===== config.mk =====
export PLATFORM = sky130hd
export DESIGN_NAME = sott_cell
export DESIGN_NICKNAME = d
export VERILOG_FILES = /design/src/hw/rtl/sott_pkg.sv /design/src/hw/rtl/sott_cell.sv
export SDC_FILE = /design/constraint.sdc
export NUM_CORES = 1
export LEC_CHECK = 0
export ABC_AREA = 1
export BUFFER_PORTS_ARGS = -buffer_cell sky130_fd_sc_hd__buf_4
export CAP_MARGIN = 15
export CORE_MARGIN = 10
export CORE_UTILIZATION = 57
export CTS_BUF_LIST = sky130_fd_sc_hd__clkbuf_4 sky130_fd_sc_hd__clkbuf_8
export CTS_CLUSTER_SIZE = 30
export DETAILED_ROUTE_END_ITERATION = 8
export GPL_TIMING_DRIVEN = 0
export PLACE_DENSITY = 0.92
export SYNTH_ARGS = -nofsm -noshare
export SYNTH_HDL_FRONTEND = slang
export SYNTH_SLANG_ARGS = --single-unit

===== constraint.sdc =====
create_clock -name clk -period 4.5 [get_ports clk]
set_input_delay 0.9 -clock clk [delete_from_list [all_inputs] [get_ports clk]]
set_output_delay 0.9 -clock clk [all_outputs]
set_load 0.01 [all_outputs]

===== src/hw/rtl/sott_pkg.sv =====
`default_nettype none
package sott_pkg;

  localparam int MAX_SEGMENTS = 64;
  localparam int POS_W        = 31;
  localparam int CNT_W        = $clog2(MAX_SEGMENTS + 1);

  // opcodes
  localparam logic [1:0] OP_CLEAR  = 2'd0;
  localparam logic [1:0] OP_APPEND = 2'd1;
  localparam logic [1:0] OP_U2S    = 2'd2;
  localparam logic [1:0] OP_S2U    = 2'd3;

  // status codes
  localparam logic [1:0] ST_OK       = 2'd0;
  localparam logic [1:0] ST_MISS     = 2'd1;
  localparam logic [1:0] ST_OVERFLOW = 2'd2;

  typedef struct packed {
    logic [1:0]       opcode;
    logic [POS_W-1:0] position;
    logic [POS_W-1:0] seg_length;
  } cmd_t;

  typedef struct packed {
    logic [POS_W-1:0] mapped_position;
    logic [1:0]       status;
  } result_t;

  typedef struct packed {
    logic [POS_W-1:0] source_start;
    logic [POS_W-1:0] span;
    logic [POS_W-1:0] unrolled_start;
  } seg_t;

  // query item walking down the cell row
  typedef struct packed {
    logic             active;
    logic             u2s;
    logic [POS_W-1:0] q;
    logic             hit;
    logic [POS_W-1:0] mapped;
  } token_t;

endpackage
`default_nettype wire


===== src/hw/rtl/sott_cell.sv =====
`default_nettype none
module sott_cell import sott_pkg::*; (
  input  wire logic             clk,
  input  wire logic             rst,
  input  wire logic             wr_en,
  input  wire seg_t             wr_seg,
  input  wire logic             valid,
  input  wire logic             nxt_valid,
  input  wire logic [POS_W-1:0] nxt_unrolled,
  input  wire token_t           tok_in,
  output token_t                tok_out,
  output logic [POS_W-1:0]      unrolled
);

  seg_t             seg;
  token_t           tok_next;
  logic             match;
  logic [POS_W:0]   span_end;
  logic [POS_W-1:0] add_term;
  logic [POS_W-1:0] sub_term;
  logic [POS_W:0]   sum;

  assign unrolled = seg.unrolled_start;
  assign span_end = {1'b0, seg.source_start} + {1'b0, seg.span};

  always_comb begin
    if (tok_in.u2s) begin
      match = valid && (tok_in.q >= seg.unrolled_start) &&
              (!nxt_valid || (tok_in.q < nxt_unrolled));
    end else begin
      match = valid && (tok_in.q >= seg.source_start) &&
              ({1'b0, tok_in.q} < span_end);
    end
  end

  // q + a - b, with q >= b whenever match holds
  assign add_term = tok_in.u2s ? seg.source_start : seg.unrolled_start;
  assign sub_term = tok_in.u2s ? seg.unrolled_start : seg.source_start;
  assign sum      = {1'b0, tok_in.q} + {1'b0, add_term} - {1'b0, sub_term};

  always_comb begin
    tok_next = tok_in;
    if (tok_in.active && !tok_in.hit && match) begin
      tok_next.hit    = 1'b1;
      tok_next.mapped = sum[POS_W] ? {POS_W{1'b1}} : sum[POS_W-1:0];
    end
  end

  always_ff @(posedge clk) begin
    if (wr_en) begin
      seg <= wr_seg;
    end
  end

  // only the active flag needs a reset, the rest follows it
  always_ff @(posedge clk) begin
    if (rst) begin
      tok_out.active <= 1'b0;
    end else begin
      tok_out.active <= tok_next.active;
    end
    tok_out.u2s    <= tok_next.u2s;
    tok_out.q      <= tok_next.q;
    tok_out.hit    <= tok_next.hit;
    tok_out.mapped <= tok_next.mapped;
  end

endmodule
`default_nettype wire


# [After elaboration in Yosys (flattened, before gate mapping)]
# Index checks and enable logic that the tools add are counted.
[classes] addsub=3 magnitude_cmp=4 muxes=5 n_reduce_logical=9
[op_table] operator="31-bit two-way mux" n=4
[op_table] operator="31-bit by 31-bit adder with 32-bit output" n=2
[op_table] operator="31-bit greater-or-equal comparator" n=2
[op_table] operator="31-bit by 32-bit less-than comparator with 1-bit output" n=1
[op_table] operator="32-bit by 31-bit subtractor with 32-bit output" n=1
[op_table] operator="31-bit less-than comparator" n=1
[op_table] operator="1-bit logical AND" n=6
[op_table] operator="1-bit zero test" n=2
[op_table] operator="1-bit logical OR" n=1
[op_table] operator="1-bit two-way mux" n=1
[word_totals] reg_bits=158 inputBits=194 output_inout_bits=96 elab_cells=29

# [Longest topological paths before layout]
# Gate-level depths: netlist (run 1).
[depth] word_depth=6 ltp_mapped=28 mapped_depth_nobuf=27

# [Worst setup path after synthesis (run 1)]
# No wires, ideal clock.
[synth_path] kind="input -> register" start="input tok_in[63] (netlist bit)" end="register tok_out[30] (netlist bit)" setup_time_ps=112 arrival_time_ps=3517 slack_ps=871 stages=19 n_path_buf=2 path_cell_list="clkbuf_1 > buf_1 > nand2_1 > o21ai_0 > fa_1 > fa_1 > nand3b_1 > nand2_1 > nand2_1 > nand2_1 > nand2_1 > nand2_1 > nand2_1 > nand3_1 > nand2_1 > inv_1 > nand2_1 > nand3_1 > nand2_1"
[synth_rtl] item="from (decl)" line_no="sott_cell.sv:10" text="input wire token_t tok_in,"
[synth_rtl] item="to (decl)" line_no="sott_cell.sv:11" text="output token_t tok_out,"

==> impl_metrics.ini, run 1 <==
[floorplanning]
die_w_um = 173
io_pins = 290
die-area_um2 = 30100
floorplan.initialDensity_pct = 57.5
die-height_um = 173
core_um2 = 23300
rows = 56

[critical_path]
path_max_fanout = 10
r2r_cells = 28
cp_data_required_time_ns = 4.89
worst-setup-path-type = flip-flop to flip-flop
endpoint_kind = flip-flop
crit_start = seg[62]$_DFFE_PP_
crit_end = tok_out[8]$_DFF_P_
cp_slowest_cell = edfxtp_1
crit_arrival_ns = 4.64
reg2reg_from = seg[62]$_DFFE_PP_
cp_common_cell = nand2_1
reg2reg_slack_ns = 0.25
reg2reg_to = tok_out[8]$_DFF_P_
cp-start-kind = flip-flop
max_stage_delay_ns = 0.47

[flow_run]
drv_cap = 0

[synthesis]
netlist_top_cells_count = nand2_1, inv_1, ha_1, a21oi_1, o21ai_0
ys_seq_elements = 158
synth_mux_area_share_pct = 0
synth.most_common_cell = nand2_1
synth_seq_area_share_pct = 30.5
syn_nets = 2190
synth_top_family_by_area = simple AND/OR/NAND/NOR gates
synth_top_area_share_pct = 20.8
syn_avg_cell_area_um2 = 7.53
synth_compound_area_share_pct = 11.1
synthArstFlopShare_pct = 0
synthesis.instances = 1780
ys_types = 38
synth_top_area_cell = edfxtp_1
yosys.area_share.simple_pct = 22.1
synthAdderAreaFrac_pct = 21.9
synthFlopType = edfxtp_1
netlist_top_cells_area = edfxtp_1, ha_1, nand2_1, dfxtp_1, inv_1
synth_edf_count = 93
synth_xor_area_share_pct = 2.87
synth_warnings = 0
netlist_area_um2 = 13400

[global_route]
grt_usage_pct = 26.2
grt_start_max_net_pins = 94
first_global_vias = 13000
antenna_found_initial = 0
overflow = 0
grt_pass1_wl_mm = 64.1

[detailed_routing]
drt_first_iter_violations = 1163
drt-pass1-iter-count = 7
ant_nets = 0
drcViolationCount = 0
wire_per_inst_um = 16.8
wirelength_mm = 40.8
vias = 13000
vias_per_cell = 5.37

[place]
port_buffers = 289
hpwlAfterDp_mm = 34.2
place_congestion = 0.993

[sta]
hold_viol = 0
max_clock_freq_mhz = 235
whs_ns = 0.541
period_share_pct = 94.5
tightest_slew_ns = 0.587
finClkSkew_ns = 0.0224
setup_viol = 0
min_period_ns = 4.25
maxSlewViolCount = 0
timing.slew.headroom_pct = 60.9

[clock_tree]
cts_tree = yes
postCtsHoldBufs = 0
htreeDepth = 4
ctsRootBufferMaster = clkbuf_8
path_clk_slew_ns = 0.10
clock_path_buffers = 2
cts_resized = 0
cts_buffers = 17
clock-sinks = 158
insertion_delay_ns = 0.49

[pwr]
ir_drop_mv = 0.210
powerDensity_nw_per_um2 = 336
p_leak_nw = 8.70
power_w = 0.00552

[finish]
drive_above_1_share_pct = 18.0
final_core_util_pct = 70.4
syn_to_final_growth_pct = 22.5
num-nets-final = 2502
diodes = 0

[status]
status = complete, no violations

[worst_hold_path]
hold_path.class = input pin to flip-flop
worst max-delay path: cells and delay by family, from the launching register on:
kind                       cells  cell delay [ns]
and+or+nand+nor               18             1.61
adders and majority gates      3             0.92
DFF                            1             0.47
xor gates and xnor gates       1             0.13
buffers and inverters          2             0.23
AOI/OAI and AO/OA              4             0.80
worst min-delay path by stage:
stage	depth (start not counted)	start	slack [ns]	endpoint
floorplan	7	seg[62]$_DFFE_PP_	0.82	tok_out[0]$_DFF_P_
detailed placement	7	seg[62]$_DFFE_PP_	0.95	tok_out[0]$_DFF_P_
finish	1	tok_in[32]	0.54	tok_out[32]$_DFF_P_
global placement	7	seg[62]$_DFFE_PP_	0.95	tok_out[0]$_DFF_P_
CTS	1	tok_in[32]	0.53	tok_out[32]$_DFF_P_
global route	1	tok_in[32]	0.53	tok_out[32]$_DFF_P_
power breakdown:
part / internal (W) / total [W] / switching [W] / leakage [nW]
Sequential: 0.00165 / 0.00172 / 0.0000694 / 1.46
Clock: 0.000485 / 0.00113 / 0.000650 / 0.207
Combinational: 0.00106 / 0.00267 / 0.00161 / 7.03
Total: 0.00320 / 0.00552 / 0.00232 / 8.70
cell families after synthesis:
kind of cell	after synthesis
AOI/OAI and AO/OA	279
buffers and inverters	362
and+or+nand+nor	721
DFF	158
adders and majority gates	216
xor gates and xnor gates	44
timing repair:
action	CTS	global route
endpoints found under the hold margin	0	0
setup endpoints to repair	0	1
buffers inserted	0	3
state kept, by name, indices dropped and copies added (netlist names):
name / count
unrolled: 31
seg: 62
tok_out: 65
per-stage QoR:
step                setup slack (ns)  area, µm²  setup TNS [ns]  cells
floorplan                      0.871      13400               0   1780
global placement             -0.0333      16000          -0.157   2388
detailed placement            -0.127      16000           -2.89   2388
CTS                            0.342      16400               0   2420
global route                -0.00560      16400        -0.00560   2424
finish                         0.247      16400               0   2424
area by class of cell:
type                    instances  area, µm²
fillers                      1866       6900
clock inverters                13        148
inverters                     306       1150
plain buffers                  56        377
flip-flops and latches        158       4090
repair buffers                293       2220
well taps                     319        399
multi-input cells            1260       7790
clock buffers                  19        255
per-layer routing:
metal  GRT usage (%)  part of all wire [%]
met1            31.6                    40
met3            4.79                   8.2
met4            9.88                   3.2
met2            45.4                    48
met5               0                     0
cells in the final DEF (no fill, tap or decap), types with 18 or more instances in the layout:
cell	n
a21oi_1	130
buf_4	329
clkbuf_8	18
dfxtp_1	65
edfxtp_1	93
fa_1	32
ha_1	184
inv_1	306
nand2_1	479
nand3_1	82
nand4_1	26
nor2_1	94
o21ai_0	109
xnor2_1	20
xor2_1	24
(Power assumes the default switching activity.)
==> inputs of run 2 (changes only) <==
--- a/config.mk
+++ b/config.mk
@@ -6,9 +6,10 @@
 export NUM_CORES = 1
 export LEC_CHECK = 0
 export ABC_AREA = 1
+export ABC_CLOCK_PERIOD_IN_PS = 4500
 export BUFFER_PORTS_ARGS = -buffer_cell sky130_fd_sc_hd__buf_4
 export CAP_MARGIN = 15
-export CORE_MARGIN = 10
+export CORE_ASPECT_RATIO = 1.5
 export CORE_UTILIZATION = 57
 export CTS_BUF_LIST = sky130_fd_sc_hd__clkbuf_4 sky130_fd_sc_hd__clkbuf_8
 export CTS_CLUSTER_SIZE = 30
==> impl_metrics.ini, run 2 (same netlist as run 1, synthesis figures left out) <==
[global_route]
grt_start_max_net_pins = 94
grt_pass1_wl_mm = 63.0
antenna_found_initial = 1
first_global_vias = 13400
overflow = 0
grt_usage_pct = 34.1

[pwr]
powerDensity_nw_per_um2 = 336
clock_power_share_pct = 20.1
combPwrFrac_pct = 48.7
seqPwrFrac_pct = 31.2
p_leak_nw = 8.69
power_w = 0.00552
switching_share_pct = 41.4
intPower_w = 0.00323
ir_drop_mv = 0.270
power.net_switching_w = 0.00229

[detailed_routing]
ant_nets = 0
wirelength_mm = 40.5
drt_first_iter_violations = 716
vias = 13100
wl_met1_mm = 14.5
wire_per_inst_um = 16.8
met2_length_mm = 21.1
vias_per_cell = 5.43
drcViolationCount = 0
wl_met3_mm = 2.20
routed.top_layer = met4
drt-pass1-iter-count = 5

[floorplanning]
die-height_um = 190
core_um2 = 23100
die-area_um2 = 24200
die_w_um = 127
rows = 68
floorplan.initialDensity_pct = 58.2
io_pins = 290

[finish]
layout.cells.non_filler = 2418
final_core_util_pct = 71.1
seqCellArea_um2 = 4090
drive_above_1_share_pct = 17.9
top_register = tok_out
largest_reg_flops = 65
syn_to_final_growth_pct = 22.3
num-nets-final = 2499
final_cell_mix = nand2_1, buf_4, inv_1
final_common_cell = nand2_1
multi_input_area_um2 = 7790
n_fill_cell = 1818

[sta]
timing.slew.headroom_pct = 54.0
maxSlewViolCount = 0
rsz0062_at_grt = no
period_share_pct = 94.2
tightest_slew_ns = 0.684
hold_viol = 0
setup_viol = 0
finClkSkew_ns = 0.0186
max_clock_freq_mhz = 236
min_period_ns = 4.24
whs_ns = 0.518
fin_tns_setup_ns = 0

[clock_tree]
clock_path_buffers = 2
cts_resized = 0
cts_buffers = 17
ctsRootBufferMaster = clkbuf_8
postCtsHoldBufs = 0
clock-sinks = 158
cts_tree = yes
path_clk_slew_ns = 0.10
insertion_delay_ns = 0.50
cts_setup_buffers = 0
htreeDepth = 4

[critical_path]
endpoint_kind = flip-flop
cp-start-kind = input pin
crit_start = tok_in[63]
cp_data_required_time_ns = 4.90
reg2reg_to = tok_out[4]$_DFF_P_
reg2reg_from = seg[81]$_DFFE_PP_
reg2reg_slack_ns = 0.27
worst-setup-path-type = input pin to flip-flop
crit_arrival_ns = 4.65
path_max_fanout = 10
r2r_cells = 26
crit_end = tok_out[30]$_DFF_P_

[worst_hold_path]
hold_path.class = input pin to flip-flop
holdPathStages = 1

[status]
status = complete, no violations

[place]
hpwlAfterDp_mm = 33.8
place_congestion = 0.990
port_buffers = 289
dp_cells = 2384

[flow_run]
drv_cap = 0
[run 2: cell types whose count changed in the layout (fill, tap and decap cells not counted), sizes merged]
cell,previous run,this run
diode,0,1
clkinvlp,0,1
bufinv,1,2
clkbuf,30,31
inv,315,312
buf,338,335
[run 2: worst min-delay path by stage]
| stage | end | from |
|---|---|---|
| after floorplan | tok_out[0]$_DFF_P_ | seg[62]$_DFFE_PP_ |
| after global placement | tok_out[0]$_DFF_P_ | seg[62]$_DFFE_PP_ |
| after detailed placement | tok_out[0]$_DFF_P_ | seg[62]$_DFFE_PP_ |
| after CTS | tok_out[32]$_DFF_P_ | tok_in[32] |
| after global routing | tok_out[32]$_DFF_P_ | tok_in[32] |
| final | tok_out[32]$_DFF_P_ | tok_in[32] |
[run 2: critical path, cell delays in order]
cell	delay [ns]
buf_4	0.17
clkbuf_1	0.44
buf_2	0.38
o21ai_0	0.19
fa_1	0.51
inv_1	0.05
ha_1	0.36
nand2_1	0.15
a21oi_1	0.14
nor2_1	0.05
nand2_1	0.14
nand3_1	0.11
nand2_2	0.17
nand2_1	0.10
nand2_1	0.08
nand2_1	0.06
nand2_2	0.14
buf_4	0.23
nand2_1	0.12
nand3_1	0.09
nand2_1	0.05
[run 2: area by class of cell]
type / count / share of cell area [%]
multi-input combinational: 1260 / 47.5
clock inverter: 12 / 0.801
antenna: 1 / 0.0153
inverter: 306 / 7.00
timing repair buffer: 290 / 13.4
buffer: 56 / 2.30
tap: 315 / 2.40
clock buffer: 20 / 1.60
sequential: 158 / 25.0
[run 2: power groups by stage]
stage	Sequential, W	Clock, W	Combinational [W]
2_1_floorplan	0.00175	0	0.00180
3_3_place_gp	0.00175	0	0.00256
3_5_place_dp	0.00175	0	0.00264
4_1_cts	0.00172	0.00112	0.00265
5_1_grt	0.00173	0.00116	0.00302
6_report	0.00172	0.00111	0.00269
[run 2: per-layer routing]
| layer | vias up | track usage (%) |
|---|---|---|
| li1 | 6405 | - |
| met1 | 5976 | 35.0 |
| met2 | 577 | 63.6 |
| met3 | 160 | 3.88 |
| met4 | 0 | 24.7 |
| met5 | - | 0 |
[run 2: per-stage QoR]
step	setup WS [ns]	area, µm²
5_1_grt	0.0336	16400
3_3_place_gp	-0.253	16000
2_1_floorplan	0.871	13400
4_1_cts	0.227	16400
6_report	0.259	16400
3_5_place_dp	-0.312	16000
